[config.mk]
export PLATFORM = sky130hd
export DESIGN_NAME = knf_lane
export DESIGN_NICKNAME = d
export VERILOG_FILES = /design/src/rtl/knf_pkg.sv /design/src/rtl/knf_lane.sv
export SDC_FILE = /design/constraint.sdc
export NUM_CORES = 2
export LEC_CHECK = 0
export BUFFER_PORTS_ARGS = -buffer_cell sky130_fd_sc_hd__clkbuf_2
export CORE_MARGIN = 1.5
export CORE_UTILIZATION = 40
export DETAILED_ROUTE_END_ITERATION = 16
export GPL_TIMING_DRIVEN = 0
export PLACE_DENSITY = 0.56
export RECOVER_POWER = 25
export SLEW_MARGIN = 10
export SYNTH_ARGS = -nofsm -noshare
export SYNTH_HDL_FRONTEND = slang
export SYNTH_SLANG_ARGS = --single-unit
[constraint.sdc]
create_clock -name aclk -period 11.1 [get_ports aclk]
set_clock_uncertainty 0.15 [all_clocks]
set_input_delay 1.665 -clock aclk [delete_from_list [all_inputs] [get_ports aclk]]
set_output_delay 1.665 -clock aclk [all_outputs]
set_load 0.02 [all_outputs]
[src/rtl/knf_pkg.sv]
`timescale 1ns / 1ps
`default_nettype none
// ----------------------------------------------------------------------------
// knf_pkg
// Types, widths and domain tables shared by the Kuwahara-Nagao filter.
// ----------------------------------------------------------------------------
package knf_pkg;

    localparam int WIN_DIM   = 5;
    localparam int WIN_N     = WIN_DIM * WIN_DIM;
    localparam int STORED    = WIN_DIM - 1;
    localparam int DOM_N     = 9;
    localparam int DOM_SIZE  = 9;
    localparam int PIX_W     = 8;
    localparam int SUM_W     = 12;
    localparam int SQ_W      = 20;
    localparam int COST_W    = 23;
    localparam int CNT_W     = 3;
    localparam int POS_W     = 5;

    // floor(s / 9) == (s * RECIP9) >> RECIP_SH for every s below 2296
    localparam int RECIP_W   = 13;
    localparam int RECIP_SH  = 16;
    localparam logic [RECIP_W-1:0] RECIP9 = 13'd7282;

    typedef logic [PIX_W-1:0]  pix_t;
    typedef pix_t [WIN_N-1:0]  win_t;
    typedef pix_t [DOM_SIZE-1:0] dom_pix_t;
    typedef logic [POS_W-1:0]  pos_t;

    typedef struct packed {
        logic [COST_W-1:0] cost;
        logic [SUM_W-1:0]  sum;
    } lane_res_t;

    typedef lane_res_t [DOM_N-1:0] lane_res_arr_t;

    // Domains in priority order: east, north, south, west, centre,
    // north-east, south-east, south-west, north-west (row*5 + col).
    localparam logic [3:0] DOM_LEN [DOM_N] = '{
        4'd7, 4'd7, 4'd7, 4'd7, 4'd9, 4'd7, 4'd7, 4'd7, 4'd7
    };

    localparam pos_t DOM_POS [DOM_N][DOM_SIZE] = '{
        '{5'd12, 5'd8,  5'd13, 5'd18, 5'd9,  5'd14, 5'd19, 5'd0,  5'd0 },
        '{5'd12, 5'd1,  5'd2,  5'd3,  5'd6,  5'd7,  5'd8,  5'd0,  5'd0 },
        '{5'd12, 5'd16, 5'd17, 5'd18, 5'd21, 5'd22, 5'd23, 5'd0,  5'd0 },
        '{5'd12, 5'd5,  5'd10, 5'd15, 5'd6,  5'd11, 5'd16, 5'd0,  5'd0 },
        '{5'd12, 5'd6,  5'd7,  5'd8,  5'd11, 5'd13, 5'd16, 5'd17, 5'd18},
        '{5'd3,  5'd4,  5'd7,  5'd8,  5'd9,  5'd12, 5'd13, 5'd0,  5'd0 },
        '{5'd12, 5'd13, 5'd17, 5'd18, 5'd19, 5'd23, 5'd24, 5'd0,  5'd0 },
        '{5'd11, 5'd12, 5'd15, 5'd16, 5'd17, 5'd20, 5'd21, 5'd0,  5'd0 },
        '{5'd0,  5'd1,  5'd5,  5'd6,  5'd7,  5'd11, 5'd12, 5'd0,  5'd0 }
    };

endpackage
`default_nettype wire

[src/rtl/knf_lane.sv]
`timescale 1ns / 1ps
`default_nettype none
// ----------------------------------------------------------------------------
// knf_lane
// One domain: sum and square-sum, then cost 9Q - S^2, two register stages.
// ----------------------------------------------------------------------------
module knf_lane (
    input  wire                aclk,
    input  wire                en,
    input  knf_pkg::dom_pix_t  pix,
    output knf_pkg::lane_res_t res
);

    logic [knf_pkg::SUM_W-1:0]  sum_next;
    logic [knf_pkg::SQ_W-1:0]   sq_next;
    logic [knf_pkg::SUM_W-1:0]  sum_reg;
    logic [knf_pkg::SQ_W-1:0]   sq_reg;
    logic [knf_pkg::COST_W-1:0] sq9;
    logic [knf_pkg::COST_W-1:0] sum_sq;
    knf_pkg::lane_res_t         res_next;
    knf_pkg::lane_res_t         res_reg;

    always_comb begin
        sum_next = '0;
        sq_next  = '0;
        for (int k = 0; k < knf_pkg::DOM_SIZE; k++) begin
            sum_next = sum_next + knf_pkg::SUM_W'(pix[k]);
            sq_next  = sq_next + knf_pkg::SQ_W'(pix[k] * pix[k]);
        end
    end

    assign sq9    = {sq_reg, 3'b000} + knf_pkg::COST_W'(sq_reg);
    assign sum_sq = knf_pkg::COST_W'(sum_reg * sum_reg);

    always_comb begin
        res_next.cost = sq9 - sum_sq;
        res_next.sum  = sum_reg;
    end

    always_ff @(posedge aclk) begin
        if (en) begin
            sum_reg <= sum_next;
            sq_reg  <= sq_next;
            res_reg <= res_next;
        end
    end

    assign res = res_reg;

endmodule
`default_nettype wire

==> summary.txt <==
Floorplanning
  – Floorplan die width: between 200 and 300 um
  – Boundary pin count: 109
  – Die area: 63,900 um2
  – Starting density of the core: between 40% and 50%
  – Die extent in y: approximately 250 um
  – Std-Cell Rows: 91
  – Core area: ~62,000 um2

Clock tree
  – Deepest clock path buffer count: 2
  – Hold-fix buffers at CTS: 0
  – Resized Gates After CTS: 0
  – CTS tree: built
  – H-Tree Depth: 3
  – Clock Sinks: 67
  – Clock latency on the worst-skew pair: between 0.3 and 0.4 ns
  – Post-CTS setup buffer count: 0
  – CTS clk-pin slew, worst paths: roughly 0.050 ns
  – Root buffer selected by CTS: sky130_fd_sc_hd__clkbuf_16
  – Inserted Clock Buffers: 9

Routing
  – Violation count after the first detailed-route iteration: roughly 430
  – Initial DRT Pass Iterations: 5
  – Post-DRT Antenna Nets: 0
  – Via-per-instance ratio: roughly 4.6
  – Post-DR wirelength/cell: between 15 and 20 um
  – Post-detailed-route DRC marker count: 0
  – Total detailed-routing wirelength: ~60 mm
  – Vias: approximately 16,000

Setup path
  – Most common cell on crit path: sky130_fd_sc_hd__fa_1
  – Required @ worst endpoint: approximately 11 ns
  – WP data arrival: ~9.5 ns
  – Number of cells on the worst reg-to-reg path: 18
  – Startpoint types: input pin
  – Reg2reg start: sum_reg[6]$_DFFE_PP_
  – Library cell contributing the largest single delay on the critical path: sky130_fd_sc_hd__fa_1
  – Worst setup path start: pix[10]
  – Termination of the worst setup path: sq_reg[19]$_DFFE_PP_
  – Slowest cell delay on critical path: 0.53 ns
  – Critical Path Sink Type: register
  – Worst setup path category: input pin to register
  – R2r endpoint: res[33]$_DFFE_PP_
  – Internal reg-to-reg setup slack: approximately 4.7 ns
  – Largest fanout on the critical path: 10

Yosys
  – Synthesized instance count: between 2,000 and 2,500
  – Mapped cell area: between 20,000 and 25,000 um2
  – Avg Synthesized Cell Area: ~10 um2
  – Cell variety after synth: 47
  – Synth Area in Adders: around 65%
  – Count of flip-flops with a built-in enable after synthesis: 67
  – Mux contribution to synthesized area: less than 1%
  – Post-Synth Simple-Gate Area: a little under a tenth
  – Main combinational cell family by area after synthesis: adder cells
  – Synthesis warning total: 0
  – Xor/xnor cell area share of the yosys netlist: ~2.2%
  – Fraction of registers with async set or reset after synthesis: 0%
  – Post-synthesis sequential area ratio: 8.06%
  – Number of storage elements in the synthesis netlist: between 60 and 70
  – Dominant synthesized flop cell: sky130_fd_sc_hd__edfxtp_1
  – Compound-gate portion of the synthesized area: under 10%

Timing
  – Setup slack of the critical path after layout: approximately 1.6 ns
  – Maximum achievable frequency: between 100 and 150 MHz
  – Number of failing hold endpoints at the final stage: 0
  – Setup violators final: 0
  – Setup repair after global routing missed its margin: false
  – Part of the cycle the worst path needs: between 80% and 90%
  – Slew Limit Fails: 46
  – Final critical delay including setup and external delays: 9.52 ns
  – Slew headroom: -52.0%
  – Worst slew pin tran: between 2 and 2.5 ns
  – Summed negative setup slack over all endpoints: 0 ns

Finish
  – Final net count: about 3,600
  – Leading cell types in the layout, fill and taps excluded: 825 x sky130_fd_sc_hd__inv_1, 630 x sky130_fd_sc_hd__fa_1, 281 x sky130_fd_sc_hd__ha_1
  – Fillers: between 5,000 and 6,000
  – Post-synthesis to final-layout area growth: 7.75%
  – Max reg flops: 35
  – Fraction of final layout cells sized beyond drive strength 1: under 10%
  – Antenna cell count: 0
  – Most common library cell in the layout ignoring fill and taps: sky130_fd_sc_hd__inv_1

Global route
  – Number of antenna violations at the first check in global routing: 3
  – Pin count of the biggest net entering global routing: 46
  – GRT Resource Usage Total: between 15 and 20%
  – Wire length of the first global-routing pass: 96.7 mm
  – Overflow left after global routing: 0
  – Number of global-route vias before repair: approximately 18,000

Worst hold path
  – Worst min path class: register to register

Job
  – Max-capacitance violation count: 1

Place
  – Number of buffer cells added on primary ports: roughly 110
  – HPWL Detailed: between 50 and 60 mm
  – Final weighted congestion in routability-driven placement: 0.864
  – Worst slack, placed: about 1.2 ns

Status
  – Violated checks: capacitance limit, slew limit
  – Outcome: complete, but fails checks
## worst max-delay path: cells and delay by family
| kind | cells | cell delay (ns) |
|---|---|---|
| compound gates | 5 | 1.26 |
| simple gates | 1 | 0.26 |
| fa+ha+maj | 11 | 4.83 |
| xor+xnor | 2 | 0.28 |
| buf+inv | 9 | 1.15 |
## per-stage QoR
stage | utilization [%] | instance area, um2 | hold slack [ns] | std cells
after global placement | 43.0 | 26600 | 0.334 | 3395
after CTS | 43.6 | 26900 | 0.358 | 3412
after global routing | 43.6 | 26900 | 0.379 | 3412
after floorplan | - | 25000 | 0.290 | 2450
final | 43.6 | 26900 | 0.342 | 3412
after detailed placement | 43.1 | 26600 | 0.344 | 3396
## how the worst min path moves through the flow
stage	startpoint	end	slack, ns	cells after the start
after floorplan	sum_reg[11]$_DFFE_PP_	res[11]$_DFFE_PP_	0.29	0
after global placement	sum_reg[11]$_DFFE_PP_	res[11]$_DFFE_PP_	0.33	0
after detailed placement	sum_reg[11]$_DFFE_PP_	res[11]$_DFFE_PP_	0.34	0
after CTS	sum_reg[11]$_DFFE_PP_	res[11]$_DFFE_PP_	0.36	0
after global routing	sum_reg[11]$_DFFE_PP_	res[11]$_DFFE_PP_	0.38	0
final	sum_reg[11]$_DFFE_PP_	res[11]$_DFFE_PP_	0.34	0
## per-layer routing
metal / vias up / part of all wire (%) / GRT usage, %
met3: 61 / 3.0 / 1.48
met1: 8251 / 44 / 25.5
li1: 7309 / - / -
met4: 6 / 1.8 / 3.93
met5: - / 0.062 / 0
met2: 236 / 52 / 35.7
## logic make-up (layout without fill, tap and decap cells)
group | Yosys count | in the layout
fa+ha+maj | 911 | 911
flops | 67 | 67
other cells | 1 | 2
compound gates | 113 | 113
mux | 5 | 5
xor+xnor | 63 | 63
simple gates | 447 | 447
buf+inv | 842 | 967
## cell type report
cell class | count | area (um2) | share of cell area [%]
multi-input combinational | 1541 | 19800 | 73.6
buffer | 17 | 63.8 | 0.237
tap | 837 | 1050 | 3.89
clock buffer | 10 | 229 | 0.851
timing repair buffer | 109 | 543 | 2.02
sequential | 67 | 2010 | 7.48
clock inverter | 6 | 113 | 0.418
inverter | 825 | 3100 | 11.5
## Yosys cell counts (3+ instances only)
master	number	area share [%]
sky130_fd_sc_hd__nand3_1	6	0.12
sky130_fd_sc_hd__and2_1	186	4.7
sky130_fd_sc_hd__inv_1	825	12
sky130_fd_sc_hd__xnor2_1	47	1.6
sky130_fd_sc_hd__or2_2	7	0.18
sky130_fd_sc_hd__o21ai_0	25	0.50
sky130_fd_sc_hd__nand3b_1	3	0.090
sky130_fd_sc_hd__o31ai_1	3	0.090
sky130_fd_sc_hd__and3_1	7	0.18
sky130_fd_sc_hd__o2111ai_1	3	0.11
sky130_fd_sc_hd__nand2_1	137	2.1
sky130_fd_sc_hd__nor3_1	9	0.18
sky130_fd_sc_hd__clkbuf_1	17	0.26
sky130_fd_sc_hd__edfxtp_1	67	8.1
sky130_fd_sc_hd__o21bai_1	3	0.090
sky130_fd_sc_hd__o21a_1	10	0.30
sky130_fd_sc_hd__a211oi_1	8	0.24
sky130_fd_sc_hd__xor2_1	16	0.56
sky130_fd_sc_hd__a21o_1	15	0.45
sky130_fd_sc_hd__mux2i_1	3	0.12
sky130_fd_sc_hd__nor2_1	48	0.72
sky130_fd_sc_hd__ha_1	281	14
sky130_fd_sc_hd__a21oi_1	31	0.62
sky130_fd_sc_hd__nor2b_1	22	0.55
sky130_fd_sc_hd__fa_1	630	51
sky130_fd_sc_hd__nand2b_1	11	0.28
Power is not shown: default switching activity piles up to over one toggle a cycle in this logic, so the estimate is an artifact.
