<file path="src/rtl/knf_pkg.sv">
`timescale 1ns / 1ps
`default_nettype none
// ----------------------------------------------------------------------------
// knf_pkg
// Types, widths and domain tables shared by the Kuwahara-Nagao filter.
// ----------------------------------------------------------------------------
package knf_pkg;

    localparam int WIN_DIM   = 5;
    localparam int WIN_N     = WIN_DIM * WIN_DIM;
    localparam int STORED    = WIN_DIM - 1;
    localparam int DOM_N     = 9;
    localparam int DOM_SIZE  = 9;
    localparam int PIX_W     = 8;
    localparam int SUM_W     = 12;
    localparam int SQ_W      = 20;
    localparam int COST_W    = 23;
    localparam int CNT_W     = 3;
    localparam int POS_W     = 5;

    // floor(s / 9) == (s * RECIP9) >> RECIP_SH for every s below 2296
    localparam int RECIP_W   = 13;
    localparam int RECIP_SH  = 16;
    localparam logic [RECIP_W-1:0] RECIP9 = 13'd7282;

    typedef logic [PIX_W-1:0]  pix_t;
    typedef pix_t [WIN_N-1:0]  win_t;
    typedef pix_t [DOM_SIZE-1:0] dom_pix_t;
    typedef logic [POS_W-1:0]  pos_t;

    typedef struct packed {
        logic [COST_W-1:0] cost;
        logic [SUM_W-1:0]  sum;
    } lane_res_t;

    typedef lane_res_t [DOM_N-1:0] lane_res_arr_t;

    // Domains in priority order: east, north, south, west, centre,
    // north-east, south-east, south-west, north-west (row*5 + col).
    localparam logic [3:0] DOM_LEN [DOM_N] = '{
        4'd7, 4'd7, 4'd7, 4'd7, 4'd9, 4'd7, 4'd7, 4'd7, 4'd7
    };

    localparam pos_t DOM_POS [DOM_N][DOM_SIZE] = '{
        '{5'd12, 5'd8,  5'd13, 5'd18, 5'd9,  5'd14, 5'd19, 5'd0,  5'd0 },
        '{5'd12, 5'd1,  5'd2,  5'd3,  5'd6,  5'd7,  5'd8,  5'd0,  5'd0 },
        '{5'd12, 5'd16, 5'd17, 5'd18, 5'd21, 5'd22, 5'd23, 5'd0,  5'd0 },
        '{5'd12, 5'd5,  5'd10, 5'd15, 5'd6,  5'd11, 5'd16, 5'd0,  5'd0 },
        '{5'd12, 5'd6,  5'd7,  5'd8,  5'd11, 5'd13, 5'd16, 5'd17, 5'd18},
        '{5'd3,  5'd4,  5'd7,  5'd8,  5'd9,  5'd12, 5'd13, 5'd0,  5'd0 },
        '{5'd12, 5'd13, 5'd17, 5'd18, 5'd19, 5'd23, 5'd24, 5'd0,  5'd0 },
        '{5'd11, 5'd12, 5'd15, 5'd16, 5'd17, 5'd20, 5'd21, 5'd0,  5'd0 },
        '{5'd0,  5'd1,  5'd5,  5'd6,  5'd7,  5'd11, 5'd12, 5'd0,  5'd0 }
    };

endpackage
`default_nettype wire

</file>
<file path="src/rtl/knf_merge.sv">
`timescale 1ns / 1ps
`default_nettype none
// ----------------------------------------------------------------------------
// knf_merge
// Least-cost domain search (first wins on ties) and division of its sum by 9.
// ----------------------------------------------------------------------------
module knf_merge (
    input  wire                    aclk,
    input  wire                    en,
    input  knf_pkg::lane_res_arr_t res,
    output knf_pkg::pix_t          pix_out
);

    localparam int GRP = 3;

    knf_pkg::lane_res_t [GRP-1:0] grp_next;
    knf_pkg::lane_res_t [GRP-1:0] grp_reg;
    knf_pkg::lane_res_t           best;
    logic [knf_pkg::SUM_W-1:0]    sum_reg;
    logic [knf_pkg::SUM_W+knf_pkg::RECIP_W-1:0] prod;

    always_comb begin
        for (int g = 0; g < GRP; g++) begin
            grp_next[g] = res[g*GRP];
            for (int k = 1; k < GRP; k++) begin
                if (res[g*GRP + k].cost < grp_next[g].cost) begin
                    grp_next[g] = res[g*GRP + k];
                end
            end
        end
    end

    always_comb begin
        best = grp_reg[0];
        for (int g = 1; g < GRP; g++) begin
            if (grp_reg[g].cost < best.cost) begin
                best = grp_reg[g];
            end
        end
    end

    always_ff @(posedge aclk) begin
        if (en) begin
            grp_reg <= grp_next;
            sum_reg <= best.sum;
        end
    end

    assign prod    = sum_reg * knf_pkg::RECIP9;
    assign pix_out = prod[knf_pkg::RECIP_SH +: knf_pkg::PIX_W];

endmodule
`default_nettype wire

</file>
<file path="config.mk">
export PLATFORM = sky130hd
export DESIGN_NAME = knf_merge
export DESIGN_NICKNAME = d
export VERILOG_FILES = /design/src/rtl/knf_pkg.sv /design/src/rtl/knf_merge.sv
export SDC_FILE = /design/constraint.sdc
export NUM_CORES = 1
export LEC_CHECK = 0
export BUFFER_PORTS_ARGS = -buffer_cell sky130_fd_sc_hd__buf_4
export CAP_MARGIN = 10
export CORE_UTILIZATION = 55
export DETAILED_ROUTE_END_ITERATION = 6
export GPL_ROUTABILITY_DRIVEN = 0
export PLACE_DENSITY = 0.82
export SLEW_MARGIN = 25
export SYNTH_ARGS = -nofsm -noshare
export SYNTH_HDL_FRONTEND = slang
export SYNTH_SLANG_ARGS = --single-unit
</file>
<file path="constraint.sdc">
create_clock -name aclk -period 7.2 [get_ports aclk]
set_input_delay 0.36 -clock aclk [delete_from_list [all_inputs] [get_ports aclk]]
set_output_delay 0.36 -clock aclk [all_outputs]
set_load 0.005 [all_outputs]
</file>
==> metrics, run 1 <==
TritonCTS Buffers=17; fmax=158.6 MHz; reg-to-reg startpoint=grp_reg[16]; DP Area=15440 um^2; Congestion Overflow GR=0; Max-cap violations=0; n_diodes=0; postcts setup bufs=0; PortBufs=324; clk sinks=117; WL/cell=18.08 um; multi-input logic area=8209 um^2; Worst Hold Endpoint=grp_reg[45]; Post-synth top cells=ha_1, inv_1, mux2i_1; largest area contributor in the netlist=edfxtp_1; min-delay worst type=in -> reg; first-pass GRT wire length=51810 um; # fillers=1669; final wirelength=33590 um; RSZ-0062 raised after global routing=no; DRT Pass-1 Iters=6; PnR worst setup slack=0.8964 ns; number of I/O pins=325; Setup TNS=0 ns; antenna-violating nets left=0; fin crit share=87.55%; dominant synthesized flop cell=edfxtp_1; total vias in the final route=10430; fin crit period=6.304 ns; DR vias/cell=5.615; Register Area=3513 um^2; max reg flops=105; top cells by area, synth=edfxtp_1, ha_1, mux2i_1; Critical Path Start Type=flip-flop; Final Slew Violations=0; pwr/cell area=462.6 nW/um^2; Final Non-Filler Cells=1858; gr usage total=28.20%; area of the die=23770 um^2; slew of the pin with the lowest slew margin=1.020 ns; Synth Area per Inst=10.27 um^2; initial DRC count=418; H-tree depth=4; Seq/Total Area, Yosys=27.58%; peak supply drop=0.7833 mV; Setup violations, final=0; Hold Violations, Final=0; Resized Gates After CTS=0; Detailed Place HPWL=27590 um; DP Cell Count=1824; reg-to-reg setup timing slack=1.84 ns; P_leak=8.344 nW; Setup crit end kind=primary output; Relative slew margins=32.01%; hold path depth=2; CTS Hold Bufs=0; Worst-path clk slew=0.06 ns; Area Growth Syn to Fin=26.22%; Synth Warn #=0; top-count cell post-synth=ha_1; Hold Slack=0.2222 ns; run status=finished, final reports clean; R2R depth=17; Worst-Skew Late Latency=0.43 ns; post-place setup slack=1.360 ns; largest net degree at the start of global routing=80; CTS tree=done; top cell type's share of synthesized area=27.58%; post-route DRC violation count=0; fraction of layout cells with a size suffix above 1=29.37%; Clock Tree Root=clkbuf_16; Final Power=7.438 mW; Setup CP Type=reg -> out; FP Rows=55; DIE WIDTH=154.2 um; number of synthesized flops with an enable pin=117; Syn Nets=1828; fin util=70.79%; Crit path required time=6.84 ns; number of synthesized register bits=117; worst hold path startpoint=res[185]; cells after synthesis=1240; FFs w/ async S/R, synth=0%; synthesized area=12740 um^2; Design Area, Final=16080 um^2; capturing point of the worst reg2reg path=sum_reg[7]; crit-path max FO=4; nets=2148; Initial Utilization=56.09%; core area=22710 um^2; Crit path arrival time=5.94 ns; Distinct cells, synth=49; die height=154.2 um; Longest Clk Path Bufs=2; initial antenna violation count=0; vias in the first global route=10760; Clock Skews=0.005715 ns
[placed cells by master, fill, tap and decap left out, types with 4 or more instances in the layout]
master	count
clkbuf_16	17
nand2b_1	5
nor2b_1	8
a221oi_1	6
a41oi_1	5
nor3_1	9
nand3_1	13
xnor2_1	7
fa_1	30
ha_1	241
o211ai_1	6
xor2_1	4
nand2_1	32
mux2_1	12
a21oi_1	73
mux2_2	85
inv_1	227
buf_4	334
a21o_1	35
nor4_1	5
a211oi_1	9
mux2i_1	136
o21ai_0	36
nor2_1	42
edfxtp_1	117
nand4_1	22
[power breakdown]
| group | internal [mW] | switching (mW) |
|---|---|---|
| clock | 0.547 | 0.321 |
| sequential | 0.900 | 0.0707 |
| combinational | 2.69 | 2.91 |
[final cells by class]
cell class              count  area share [%]
clock buffers              18           2.669
inverters                 227           5.300
flip-flops and latches    117           21.85
repair buffers            336           15.79
well taps                 285           2.218
multi-input cells         861           51.06
clock inverters            14           1.105
[worst max-delay path by stage]
stage	slack, ns	cells past startpoint	end	start
global placement	1.52	21	pix_out[7]	sum_reg[9]
CTS	0.88	21	pix_out[7]	sum_reg[9]
global route	0.53	21	pix_out[7]	sum_reg[9]
floorplan	1.68	21	pix_out[7]	sum_reg[9]
finish	0.90	21	pix_out[7]	sum_reg[9]
detailed placement	1.36	21	pix_out[7]	sum_reg[9]
[worst max-delay path: stages (launching register included)]
cell and delay, ns:
edfxtp_1 0.45, inv_1 0.12, fa_1 0.49, inv_1 0.04, ha_1 0.29, inv_1 0.06, fa_1 0.53, inv_1 0.05
fa_1 0.51, inv_1 0.06, fa_1 0.52, inv_1 0.04, ha_1 0.30, and3_1 0.22, a221oi_1 0.30, o32ai_1 0.17
a211o_1 0.36, a221o_1 0.34, a21o_1 0.21, a21oi_1 0.17, xnor2_1 0.14, buf_4 0.13
[logic make-up after synthesis]
| logic type | Yosys count | share of synthesized area (%) |
|---|---|---|
| adder cells (fa/ha/maj) | 271 | 28.39 |
| multiplexers | 233 | 19.26 |
| AND/OR/NAND/NOR | 147 | 5.658 |
| buffers and inverters | 262 | 8.310 |
| AO/OA/AOI/OAI | 199 | 10.04 |
| XOR/XNOR | 11 | 0.7564 |
| flip-flops | 117 | 27.58 |
[per-layer routing]
metal | up-vias | part of all wire, % | global-route usage, %
met3 | 72 | 4.7 | 4.931
met5 | - | 0 | 0
li1 | 5090 | - | -
met4 | 0 | 3.1 | 10.76
met2 | 314 | 54 | 53.72
met1 | 4957 | 39 | 30.98
Power figures use the tool's default switching activity.
==> run 2, diff against run 1 <==
--- a/config.mk
+++ b/config.mk
@@ -7,9 +7,11 @@
 export LEC_CHECK = 0
 export BUFFER_PORTS_ARGS = -buffer_cell sky130_fd_sc_hd__buf_4
 export CAP_MARGIN = 10
+export CORE_MARGIN = 10
 export CORE_UTILIZATION = 55
 export DETAILED_ROUTE_END_ITERATION = 6
 export GPL_ROUTABILITY_DRIVEN = 0
+export MAX_ROUTING_LAYER = met4
 export PLACE_DENSITY = 0.82
 export SLEW_MARGIN = 25
 export SYNTH_ARGS = -nofsm -noshare
==> run 2 against run 1 <==
Effect of this change: critical path type unchanged; critical endpoint unchanged; non-clock buffer count decreased by 1; highest routed layer unchanged; critical path depth unchanged; routed wire length increased by 7.8%; sequential cell count unchanged; largest cell class unchanged; clock-buffer cell count unchanged.
==> metrics, run 2 (synthesized netlist as in run 1, its figures left out) <==
Worst-path clk slew=0.05 ns; Worst Hold Endpoint=grp_reg[75]; Resized Gates After CTS=0; Setup violations, final=0; Final Slew Violations=0; Setup TNS=0 ns; initial DRC count=509; commonest non-fill, non-tap cell in the layout=buf_4; Setup crit end kind=primary output; final wirelength=36210 um; DR vias/cell=5.579; worst hold path startpoint=res[285]; peak supply drop=0.6266 mV; FP Rows=55; number of I/O pins=325; gr usage total=24.86%; capturing point of the worst reg2reg path=sum_reg[9]; P_leak=8.371 nW; PortBufs=324; hold path depth=2; fraction of layout cells with a size suffix above 1=29.20%; DRT Pass-1 Iters=7; fmax=160.4 MHz; Setup CP Type=reg -> out; pwr/cell area=471.3 nW/um^2; Crit path required time=6.84 ns; Clock Skews=0.01854 ns; first-pass GRT wire length=56080 um; reg-to-reg setup timing slack=1.88 ns; H-tree depth=4; CTS Hold Bufs=0; n_diodes=0; die height=172.2 um; TritonCTS Buffers=17; reg-to-reg startpoint=grp_reg[16]; fin crit share=86.58%; core area=22710 um^2; postcts setup bufs=0; antenna-violating nets left=0; fin util=71.01%; Hold Violations, Final=0; Area Growth Syn to Fin=26.61%; initial antenna violation count=0; nets=2147; min-delay worst type=in -> reg; max reg flops=105; run status=finished, final reports clean; Longest Clk Path Bufs=2; R2R depth=19; Clock Tree Root=clkbuf_16; Relative slew margins=45.14%; area of the die=29650 um^2; Detailed Place HPWL=30480 um; Initial Utilization=56.09%; most frequent cells in the layout=buf_4, ha_1, inv_1; Crit path arrival time=5.87 ns; Max-cap violations=0; Critical Path Start Type=flip-flop; Worst-Skew Late Latency=0.42 ns; post-route DRC violation count=0; WL/cell=19.50 um; fin crit period=6.234 ns; crit-path max FO=4; vias in the first global route=11310; total vias in the final route=10360; RSZ-0062 raised after global routing=no; slew of the pin with the lowest slew margin=0.8211 ns; Congestion Overflow GR=0; clk sinks=117; CTS tree=done; DIE WIDTH=172.2 um; largest net degree at the start of global routing=86
[run 2: cell types whose count changed in the layout (fill, tap and decap cells not counted), sizes merged]
| cell | previous run | this run |
|---|---|---|
| bufinv | 3 | 6 |
| inv | 230 | 228 |
| clkinvlp | 3 | 1 |
| buf | 336 | 335 |
| clkinv | 5 | 6 |
[run 2: metal layers]
| metal | vias up | global-route usage, % | wire length, um | part of all wire [%] |
|---|---|---|---|---|
| li1 | 5091 | - | - | - |
| met1 | 4925 | 25.53 | 13720 | 38 |
| met2 | 293 | 46.34 | 19780 | 55 |
| met3 | 51 | 4.720 | 1683 | 4.6 |
| met4 | 0 | 8.658 | 1029 | 2.8 |
| met5 | - | - | 0 | 0 |
[run 2: through the flow]
stage / setup slack [ns] / power [mW] / instance area (um^2) / hold WS [ns] / cells
final: 0.9659 / 7.601 / 16130 / 0.2259 / 1857
after global routing: 0.6025 / 8.406 / 16130 / 0.2153 / 1857
after CTS: 0.9590 / 7.602 / 16090 / 0.2146 / 1855
after detailed placement: 1.429 / 6.531 / 15430 / 0.5450 / 1823
after global placement: 1.547 / 6.328 / 15430 / 0.5303 / 1823
after floorplan: 1.683 / 5.133 / 12740 / 0.4725 / 1240
[run 2: worst max path at each step]
stage | startpoint | endpoint | slack, ns
after global placement | sum_reg[9] | pix_out[7] | 1.55
after detailed placement | sum_reg[3] | pix_out[7] | 1.43
after floorplan | sum_reg[9] | pix_out[7] | 1.68
after global routing | sum_reg[3] | pix_out[7] | 0.60
after CTS | sum_reg[3] | pix_out[7] | 0.96
final | sum_reg[7] | pix_out[7] | 0.97
[run 2: cell type report]
type                            count  area (um^2)
Clock inverter                     14        231.5
Timing Repair Buffer              335         2535
Fill cell                        1662         6583
Sequential cell                   117         3513
Multi-Input combinational cell    861         8209
Inverter                          227        852.1
Tap cell                          285        356.6
Clock buffer                       18        429.2
[run 2: worst max-delay path, cell delays in order (launching register included)]
cell and delay [ns]:
edfxtp_1 0.41, inv_1 0.12, fa_1 0.54, inv_1 0.04, ha_1 0.29, inv_1 0.06
fa_1 0.53, inv_1 0.06, fa_1 0.50, inv_1 0.05, fa_1 0.52, inv_1 0.04
ha_1 0.29, and3_1 0.21, a221oi_1 0.27, o32ai_1 0.16, a211o_1 0.35, a221o_1 0.34
a21o_1 0.21, a21oi_1 0.18, xnor2_1 0.14, buf_4 0.14
[run 2: power breakdown]
| group | switching, mW | internal, mW | leakage (nW) |
|---|---|---|---|
| combinational | 2.98 | 2.71 | 6.91 |
| clock | 0.295 | 0.646 | 0.319 |
| sequential | 0.0724 | 0.901 | 1.15 |
