<file path="config.mk">
export PLATFORM = sky130hd
export DESIGN_NAME = knf_window
export DESIGN_NICKNAME = d
export VERILOG_FILES = /design/src/rtl/knf_pkg.sv /design/src/rtl/knf_window.sv
export SDC_FILE = /design/constraint.sdc
export NUM_CORES = 1
export LEC_CHECK = 0
export ABC_AREA = 0
export BUFFER_PORTS_ARGS = -buffer_cell sky130_fd_sc_hd__buf_2
export CAP_MARGIN = 20
export CORE_MARGIN = 2
export CORE_UTILIZATION = 48
export CTS_CLUSTER_DIAMETER = 30
export DETAILED_ROUTE_END_ITERATION = 6
export PLACE_DENSITY_LB_ADDON = 0.05
export RECOVER_POWER = 100
export SYNTH_ARGS = -nofsm -noshare
export SYNTH_HDL_FRONTEND = slang
export SYNTH_SLANG_ARGS = --single-unit
</file>
<file path="constraint.sdc">
create_clock -name aclk -period 1.1 [get_ports aclk]
set_clock_uncertainty 0.05 [all_clocks]
set_input_delay 0.055 -clock aclk [delete_from_list [all_inputs] [get_ports aclk]]
set_output_delay 0.055 -clock aclk [all_outputs]
set_load 0.05 [all_outputs]
</file>
<file path="src/rtl/knf_pkg.sv">
`timescale 1ns / 1ps
`default_nettype none
// ----------------------------------------------------------------------------
// knf_pkg
// Types, widths and domain tables shared by the Kuwahara-Nagao filter.
// ----------------------------------------------------------------------------
package knf_pkg;

    localparam int WIN_DIM   = 5;
    localparam int WIN_N     = WIN_DIM * WIN_DIM;
    localparam int STORED    = WIN_DIM - 1;
    localparam int DOM_N     = 9;
    localparam int DOM_SIZE  = 9;
    localparam int PIX_W     = 8;
    localparam int SUM_W     = 12;
    localparam int SQ_W      = 20;
    localparam int COST_W    = 23;
    localparam int CNT_W     = 3;
    localparam int POS_W     = 5;

    // floor(s / 9) == (s * RECIP9) >> RECIP_SH for every s below 2296
    localparam int RECIP_W   = 13;
    localparam int RECIP_SH  = 16;
    localparam logic [RECIP_W-1:0] RECIP9 = 13'd7282;

    typedef logic [PIX_W-1:0]  pix_t;
    typedef pix_t [WIN_N-1:0]  win_t;
    typedef pix_t [DOM_SIZE-1:0] dom_pix_t;
    typedef logic [POS_W-1:0]  pos_t;

    typedef struct packed {
        logic [COST_W-1:0] cost;
        logic [SUM_W-1:0]  sum;
    } lane_res_t;

    typedef lane_res_t [DOM_N-1:0] lane_res_arr_t;

    // Domains in priority order: east, north, south, west, centre,
    // north-east, south-east, south-west, north-west (row*5 + col).
    localparam logic [3:0] DOM_LEN [DOM_N] = '{
        4'd7, 4'd7, 4'd7, 4'd7, 4'd9, 4'd7, 4'd7, 4'd7, 4'd7
    };

    localparam pos_t DOM_POS [DOM_N][DOM_SIZE] = '{
        '{5'd12, 5'd8,  5'd13, 5'd18, 5'd9,  5'd14, 5'd19, 5'd0,  5'd0 },
        '{5'd12, 5'd1,  5'd2,  5'd3,  5'd6,  5'd7,  5'd8,  5'd0,  5'd0 },
        '{5'd12, 5'd16, 5'd17, 5'd18, 5'd21, 5'd22, 5'd23, 5'd0,  5'd0 },
        '{5'd12, 5'd5,  5'd10, 5'd15, 5'd6,  5'd11, 5'd16, 5'd0,  5'd0 },
        '{5'd12, 5'd6,  5'd7,  5'd8,  5'd11, 5'd13, 5'd16, 5'd17, 5'd18},
        '{5'd3,  5'd4,  5'd7,  5'd8,  5'd9,  5'd12, 5'd13, 5'd0,  5'd0 },
        '{5'd12, 5'd13, 5'd17, 5'd18, 5'd19, 5'd23, 5'd24, 5'd0,  5'd0 },
        '{5'd11, 5'd12, 5'd15, 5'd16, 5'd17, 5'd20, 5'd21, 5'd0,  5'd0 },
        '{5'd0,  5'd1,  5'd5,  5'd6,  5'd7,  5'd11, 5'd12, 5'd0,  5'd0 }
    };

endpackage
`default_nettype wire

</file>
<file path="src/rtl/knf_window.sv">
`timescale 1ns / 1ps
`default_nettype none
// ----------------------------------------------------------------------------
// knf_window
// Column shift register and fill count; captures the full 5x5 window.
// ----------------------------------------------------------------------------
module knf_window (
    input  wire                        aclk,
    input  wire                        aresetn,
    input  wire                        en,
    input  wire                        accept,
    input  wire                        row_start,
    input  knf_pkg::pix_t [knf_pkg::WIN_DIM-1:0] col_in,
    output knf_pkg::win_t              win_out,
    output logic                       win_vld
);

    knf_pkg::pix_t [knf_pkg::WIN_DIM-1:0] col_reg [knf_pkg::STORED];
    logic [knf_pkg::CNT_W-1:0] cnt_reg;
    logic [knf_pkg::CNT_W-1:0] cnt_next;
    knf_pkg::win_t win_reg;
    knf_pkg::win_t win_next;
    logic          vld_reg;
    logic          full;

    assign full = (cnt_reg == knf_pkg::CNT_W'(knf_pkg::STORED));

    always_comb begin
        cnt_next = cnt_reg;
        if (accept) begin
            if (row_start) begin
                cnt_next = knf_pkg::CNT_W'(1);
            end else if (!full) begin
                cnt_next = cnt_reg + knf_pkg::CNT_W'(1);
            end
        end
    end

    always_comb begin
        for (int r = 0; r < knf_pkg::WIN_DIM; r++) begin
            for (int c = 0; c < knf_pkg::STORED; c++) begin
                win_next[r*knf_pkg::WIN_DIM + c] = col_reg[c][r];
            end
            win_next[r*knf_pkg::WIN_DIM + knf_pkg::STORED] = col_in[r];
        end
    end

    always_ff @(posedge aclk) begin
        if (!aresetn) begin
            cnt_reg <= '0;
            vld_reg <= 1'b0;
        end else begin
            cnt_reg <= cnt_next;
            if (en) begin
                vld_reg <= accept && !row_start && full;
            end
        end
    end

    // shift in the new column, drop the oldest
    always_ff @(posedge aclk) begin
        if (accept) begin
            for (int c = 0; c < knf_pkg::STORED - 1; c++) begin
                col_reg[c] <= col_reg[c+1];
            end
            col_reg[knf_pkg::STORED-1] <= col_in;
        end
        if (en) begin
            win_reg <= win_next;
        end
    end

    assign win_out = win_reg;
    assign win_vld = vld_reg;

endmodule
`default_nettype wire

</file>
==> results of run 1 <==
## stage by stage
step / setup WS [ns] / total power [W] / setup TNS, ns
6_report: -0.1690 / 0.03741 / -22.29
5_1_grt: -0.2060 / 0.03861 / -33.93
4_1_cts: -0.2000 / 0.03782 / -28.48
3_5_place_dp: -0.08813 / 0.01961 / -0.1336
3_3_place_gp: -0.01201 / 0.01956 / -0.01201
2_1_floorplan: 0.01485 / 0.01854 / 0
## how the worst max path moves through the flow
stage	start	endpoint	slack (ns)
2_1_floorplan	cnt_reg[1]	cnt_reg[0]	0.01
4_1_cts	win_out[109]	win_out[109]	-0.20
6_report	win_out[187]	win_out[187]	-0.17
3_5_place_dp	cnt_reg[1]	cnt_reg[0]	-0.09
3_3_place_gp	cnt_reg[1]	cnt_reg[2]	-0.01
5_1_grt	win_out[187]	win_out[187]	-0.21
## per-layer routing
metal,up-vias,routed length [um],GRT usage (%)
li1,2336,-,-
met1,2618,8136,20.80
met2,194,10400,28.00
met3,36,1521,5.917
met4,0,365,6.335
met5,-,0,0
## worst register-to-register path: stages (launching register included)
cell and delay (ns):
dfxtp_2 0.33, inv_2 0.06, ha_4 0.15, nand2_4 0.05, o21a_1 0.20, o211a_1 0.22
## cell usage after synthesis (all sizes together)
master  instances  share of area (%)
a21boi          1              0.068
a21oi           1              0.045
and2b           1              0.068
and3b           2               0.16
dfxtp           4               0.73
edfxtp        360                 98
ha              2               0.23
inv             2              0.068
nand2           2              0.091
nand2b          1              0.057
nand3           1              0.045
nand4           2               0.11
o211a           1              0.091
o21a            1              0.068
o21ai           2              0.091
## final cells by class
class                      count  share of cell area, %
inverter                       2                0.04559
clock buffer                  67                  9.148
sequential                   364                  66.15
multi-input combinational     17                 0.8585
clock inverter                38                  2.416
tap                          285                  2.165
timing repair buffer         311                  19.21
## repair_timing
action | 4_1_cts | 5_1_grt
endpoints found under the setup margin | 204 | 204
gates resized for setup | 404 | 2
endpoints found under the hold margin | 136 | 0
hold buffers | 44 | 0
buffers inserted | 0 | 1
pin swaps | 2 | 2
## report_power, final
| group | internal [W] | switching [W] | total, W | leakage (nW) |
|---|---|---|---|---|
| Combinational | 0.00110 | 0.00222 | 0.00332 | 1.70 |
| Sequential | 0.0164 | 0.000434 | 0.0168 | 3.56 |
| Clock | 0.0112 | 0.00607 | 0.0173 | 0.901 |
| Total | 0.0287 | 0.00872 | 0.0374 | 6.16 |
## cells in the final DEF (no fill, tap or decap), types with 2 or more instances in the layout
master	Yosys	layout
clkbuf_4	0	3
clkinv_2	0	6
edfxtp_1	360	360
dlygate4sd3_1	0	44
clkinv_4	0	3
buf_6	0	202
buf_12	0	8
and3b_1	2	2
clkbuf_16	0	59
clkinv_1	0	6
nand4_1	2	2
clkbuf_1	0	41
buf_2	0	8
bufinv_16	0	6
clkinvlp_4	0	10
inv_6	0	6
inv_2	0	2
dfxtp_2	0	3
o21ai_1	1	2
buf_4	0	11
## logic make-up (layout without fill, tap and decap cells)
logic type | Yosys count | count (layout) | synth area share, %
AOI/OAI and AO/OA | 6 | 6 | 0.3632
buffers and inverters | 2 | 418 | 0.06814
and+or+nand+nor | 9 | 9 | 0.5336
adders and majority gates | 2 | 2 | 0.2270
DFF | 364 | 364 | 98.81
==> run_results.csv, run 1 <==
group,metric,value,unit
power,power.density,2271,nW/um^2
worst_setup_path,path_depth,1,
floorplan,core,22570,um^2
final_layout,multi_input_area,141.4,um^2
drt,wirelength,20.42,mm
synthesis,post_synth.cell_area_avg,28.78,um^2
worst_setup_path,rrSetupSlack,-0.07,ns
clock_network,cts_max_path_buffers,3,
place,dp_hpwl,12.14,mm
worst_setup_path,cpMaxStageDelayCell,"edfxtp_1",
worst_hold_path,worst_hold_path.num_cells,2,
worst_hold_path,hold_path_class,"input port to flip-flop",
sta,finalHoldViolCount,0,
worst_setup_path,cp.arrival,1.16,ns
drt,wl_per_cell,18.84,um
sta,slew_headroom,69.98,%
drt,viasPerCell,4.782,
drt,vias,5184,
sta,fin_crit,1.269,ns
final_layout,fillers,1331,
clock_network,cts_tree,"yes",
worst_setup_path,reg2regPathDepth,5,
global_route,gr-usage-all-layers,16.92,%
final_layout,nNetsFinal,800,
synthesis,yosysWarnings,0,
sta,worst_slew_pin_slew,0.4504,ns
global_route,grt_pass1_wl,30.75,mm
place,gp_congestion,0.7269,
synthesis,ys_seq_area_share,98.81,%
sta,rsz0062_at_grt,"true",
status,status,"finished, violations left",
floorplan,die_w,155.5,um
worst_setup_path,path_max_fanout,1,
worst_setup_path,cp_top_family,"flip-flops",
global_route,antenna_found_initial,0,
worst_setup_path,endpoint_kind,"output port",
worst_setup_path,crit_buf_inv,1,
floorplan,die_y,155.5,um
synthesis,ys_ff_latch,364,
worst_hold_path,hp-start,"col_in[36]",
worst_setup_path,timing.rr.start,"cnt_reg[1]",
place,postPlaceCellArea,12920,um^2
final_layout,layoutNonFillerInstCount,1084,
final_layout,n_antenna_cell,0,
final_layout,largest_reg_flops,200,
sta,finalMaxSlewViolations,0,
drt,drcViolationCount,0,
worst_setup_path,crit_path_start_kind,"flip-flop",
sta,setup_ws,-0.1690,ns
synthesis,synthCells,383,
floorplan,dieArea,24190,um^2
worst_setup_path,path_cells,"buf_6",
drt,drtIter0Drc,271,
sta,timing.hold.ws,0.1832,ns
clock_network,worstSkewPairLatency,0.54,ns
final_layout,synthToLayoutAreaGrowth,49.42,%
drt,postRouteAntennaNets,0,
power,ir_drop,1.735,mV
run,maxCapViolCount,0,
place,dp.cells,934,
final_layout,seqCellArea,10890,um^2
clock_network,path_clk_slew,0.05,ns
worst_setup_path,max_stage_delay,0.43,ns
worst_setup_path,r2r_end,"cnt_reg[0]",
clock_network,cts_buffers,57,
floorplan,initial_core_util,48.83,%
clock_network,cts_max_level,2,
final_layout,drive_gt1_share,41.55,%
sta,setup-violations-final,258,
worst_hold_path,holdPathEnd,"win_out[196]",
clock_network,cts_root_buf,"clkbuf_16",
synthesis,ys_types,17,
floorplan,ios,246,
global_route,grt_pass1_vias,5539,
sta,fin_crit_sh,115.4,%
sta,fmax,788.0,MHz
worst_setup_path,timing_worst_setup_path_type,"flip-flop to output port",
global_route,grt_max_degree,37,
floorplan,rows,55,
drt,drtPass1Iterations,4,
global_route,grt_overflow_total,0,
synthesis,syn_area,11020,um^2
place,io_buffers,245,
power,leakagePower,6.159,nW
final_layout,fin_util,72.96,%
worst_setup_path,required,1.00,ns
final_layout,fin_area,16470,um^2
synthesis,syn_nets,430,
clock_network,cts_sinks,364,
status,failed_checks,"negative setup slack",
Power figures use the tool's default switching activity.
==> run 2: changes to the inputs <==
--- a/config.mk
+++ b/config.mk
@@ -6,12 +6,12 @@
 export NUM_CORES = 1
 export LEC_CHECK = 0
 export ABC_AREA = 0
-export BUFFER_PORTS_ARGS = -buffer_cell sky130_fd_sc_hd__buf_2
 export CAP_MARGIN = 20
 export CORE_MARGIN = 2
-export CORE_UTILIZATION = 48
+export CORE_UTILIZATION = 55
 export CTS_CLUSTER_DIAMETER = 30
 export DETAILED_ROUTE_END_ITERATION = 6
+export DONT_BUFFER_PORTS = 1
 export PLACE_DENSITY_LB_ADDON = 0.05
 export RECOVER_POWER = 100
 export SYNTH_ARGS = -nofsm -noshare
==> run 2 against run 1 <==
The run ends with negative hold slack, negative setup slack left; sequential power up 7%; combinational power down 76%; critical path depth down 1; first-iteration DRC count up 19%; wire length down 19%; setup slack worse by 0.033 ns; die area down 12%; clock power down 8%.
==> run_results.csv, run 2 (same netlist as run 1, synthesis figures left out) <==
group,metric,value,unit
sta,setup_ws,-0.2019,ns
clock_network,cts_buffers,52,
drt,wl_per_cell,19.86,um
worst_setup_path,r2r_end,"cnt_reg[2]",
sta,fin_crit,1.302,ns
place,place_ws,-0.06690,ns
clock_network,ctsHoldBuffers,42,
sta,slew_headroom,66.54,%
sta,finalHoldViolCount,363,
place,dp.cells,698,
sta,fin_tns_setup,-30.51,ns
clock_network,cts_root_buf,"clkbuf_16",
drt,drtPass1Iterations,4,
worst_setup_path,path_max_fanout,1,
worst_setup_path,crit_path_start_kind,"flip-flop",
clock_network,cts_max_path_buffers,3,
final_layout,largest_reg_flops,200,
global_route,grt_overflow_total,0,
clock_network,worstSkewPairLatency,0.54,ns
worst_hold_path,hold_path_class,"input port to flip-flop",
worst_setup_path,reg2regPathDepth,5,
floorplan,die_y,145.6,um
drt,viasPerCell,4.974,
drt,wirelength,16.62,mm
clock_network,path_clk_slew,0.05,ns
worst_setup_path,path_depth,0,
worst_setup_path,cp.arrival,1.20,ns
sta,worst_slew_pin_slew,0.5029,ns
final_layout,synthToLayoutAreaGrowth,27.76,%
clock_network,cts_tree,"yes",
floorplan,core,19590,um^2
sta,finalMaxSlewViolations,0,
power,power.density,2465,nW/um^2
drt,postRouteAntennaNets,0,
drt,met1_length,6.354,mm
final_layout,fin_area,14080,um^2
worst_setup_path,timing_worst_setup_path_type,"flip-flop to output port",
clock_network,cts_sinks,364,
drt,vias,4163,
floorplan,initial_core_util,56.26,%
place,gp_congestion,0.7043,
worst_setup_path,required,1.00,ns
floorplan,die_w,145.6,um
drt,drtIter0Drc,323,
clock_network,cts_max_level,2,
power,ir_drop,1.478,mV
floorplan,ios,246,
drt,met2WireLength,8.310,mm
sta,setup-violations-final,203,
sta,rsz0062_at_grt,"true",
worst_setup_path,endpoint,"win_out[135]",
final_layout,n_antenna_cell,0,
worst_setup_path,rrSetupSlack,-0.09,ns
global_route,antenna_found_initial,0,
sta,timing.hold.ws,-0.4182,ns
place,dp_hpwl,8.855,mm
power,leakagePower,4.925,nW
drt,drcViolationCount,0,
drt,routed.top_layer,"met4",
status,failed_checks,"negative hold slack, negative setup slack",
sta,fin_crit_sh,118.4,%
worst_setup_path,timing.rr.start,"cnt_reg[1]",
worst_setup_path,worstSetupStartpoint,"win_out[135]",
worst_setup_path,endpoint_kind,"output port",
final_layout,final_common_cell,"edfxtp_1",
floorplan,rows,51,
global_route,grt_max_degree,203,
global_route,grt_pass1_vias,4396,
power,power,0.03471,W
place,postPlaceCellArea,11740,um^2
drt,wl_met3,1.596,mm
global_route,gr-usage-all-layers,15.52,%
final_layout,nNetsFinal,576,
floorplan,dieArea,21190,um^2
run,maxCapViolCount,0,
status,status,"finished, violations left",
final_layout,layoutNonFillerInstCount,837,
final_layout,final_cell_mix,"edfxtp_1, clkbuf_16, buf_6",
place,io_buffers,0,
global_route,grt_pass1_wl,25.06,mm
sta,fmax,768.1,MHz
final_layout,drive_gt1_share,23.78,%
-- run 2: cell types whose count changed in the layout (fill, tap and decap cells not counted), sizes merged --
cell         before  now
clkbuf          104   66
bufinv            6    5
clkinvlp         10    6
inv               9    4
clkinv           15   18
buf             230   50
dlygate4sd3      44   42
-- run 2: routing by layer --
metal,up-vias,global-route usage [%]
met3,33,7.492
li1,1876,-
met1,2067,18.30
met2,187,25.14
met4,0,5.539
met5,-,0
-- run 2: metrics by stage --
stage | util, % | hold slack (ns)
4_1_cts | 71.88 | -0.4394
2_1_floorplan | - | 0.1039
3_5_place_dp | 59.95 | 0.1039
3_3_place_gp | 59.95 | 0.1039
5_1_grt | 71.88 | -0.4535
6_report | 71.88 | -0.4182
-- run 2: where the power goes --
group	internal [W]	switching [W]
Combinational	0.000312	0.000494
Clock	0.0103	0.00558
Sequential	0.0164	0.00165
Total	0.0270	0.00773
-- run 2: worst min path at each step --
| stage | startpoint | to | slack (ns) | cells after the start |
|---|---|---|---|---|
| floorplan | col_in[0] | col_reg[3][0] | 0.10 | 0 |
| global placement | col_in[29] | col_reg[3][29] | 0.10 | 0 |
| detailed placement | col_in[25] | win_out[153] | 0.10 | 0 |
| CTS | accept | col_reg[1][39] | -0.44 | 0 |
| global route | accept | col_reg[1][39] | -0.45 | 0 |
| finish | accept | col_reg[3][39] | -0.42 | 0 |
-- run 2: cell type report --
cell class / instances / area [um^2]
flip-flops and latches: 364 / 10890
fillers: 1169 / 5509
clock buffers: 66 / 1416
repair buffers: 92 / 979.7
well taps: 265 / 331.6
clock inverters: 31 / 315.3
multi-input cells: 17 / 136.4
inverters: 2 / 7.507
-- run 2: worst register-to-register path: cells and delay by family, from the launching register on --
kind            cells  cell delay (ns)
compound gates      1             0.06
buf+inv             1             0.06
fa+ha+maj           1             0.16
flops               1             0.35
simple gates        2             0.40
-- run 2: what timing repair did --
action | in CTS | in global routing
endpoints found under the setup margin | 203 | 204
endpoints found under the hold margin | 444 | 364
pin swaps | 3 | 0
setup buffers | 0 | 0
gates resized for setup | 50 | 1
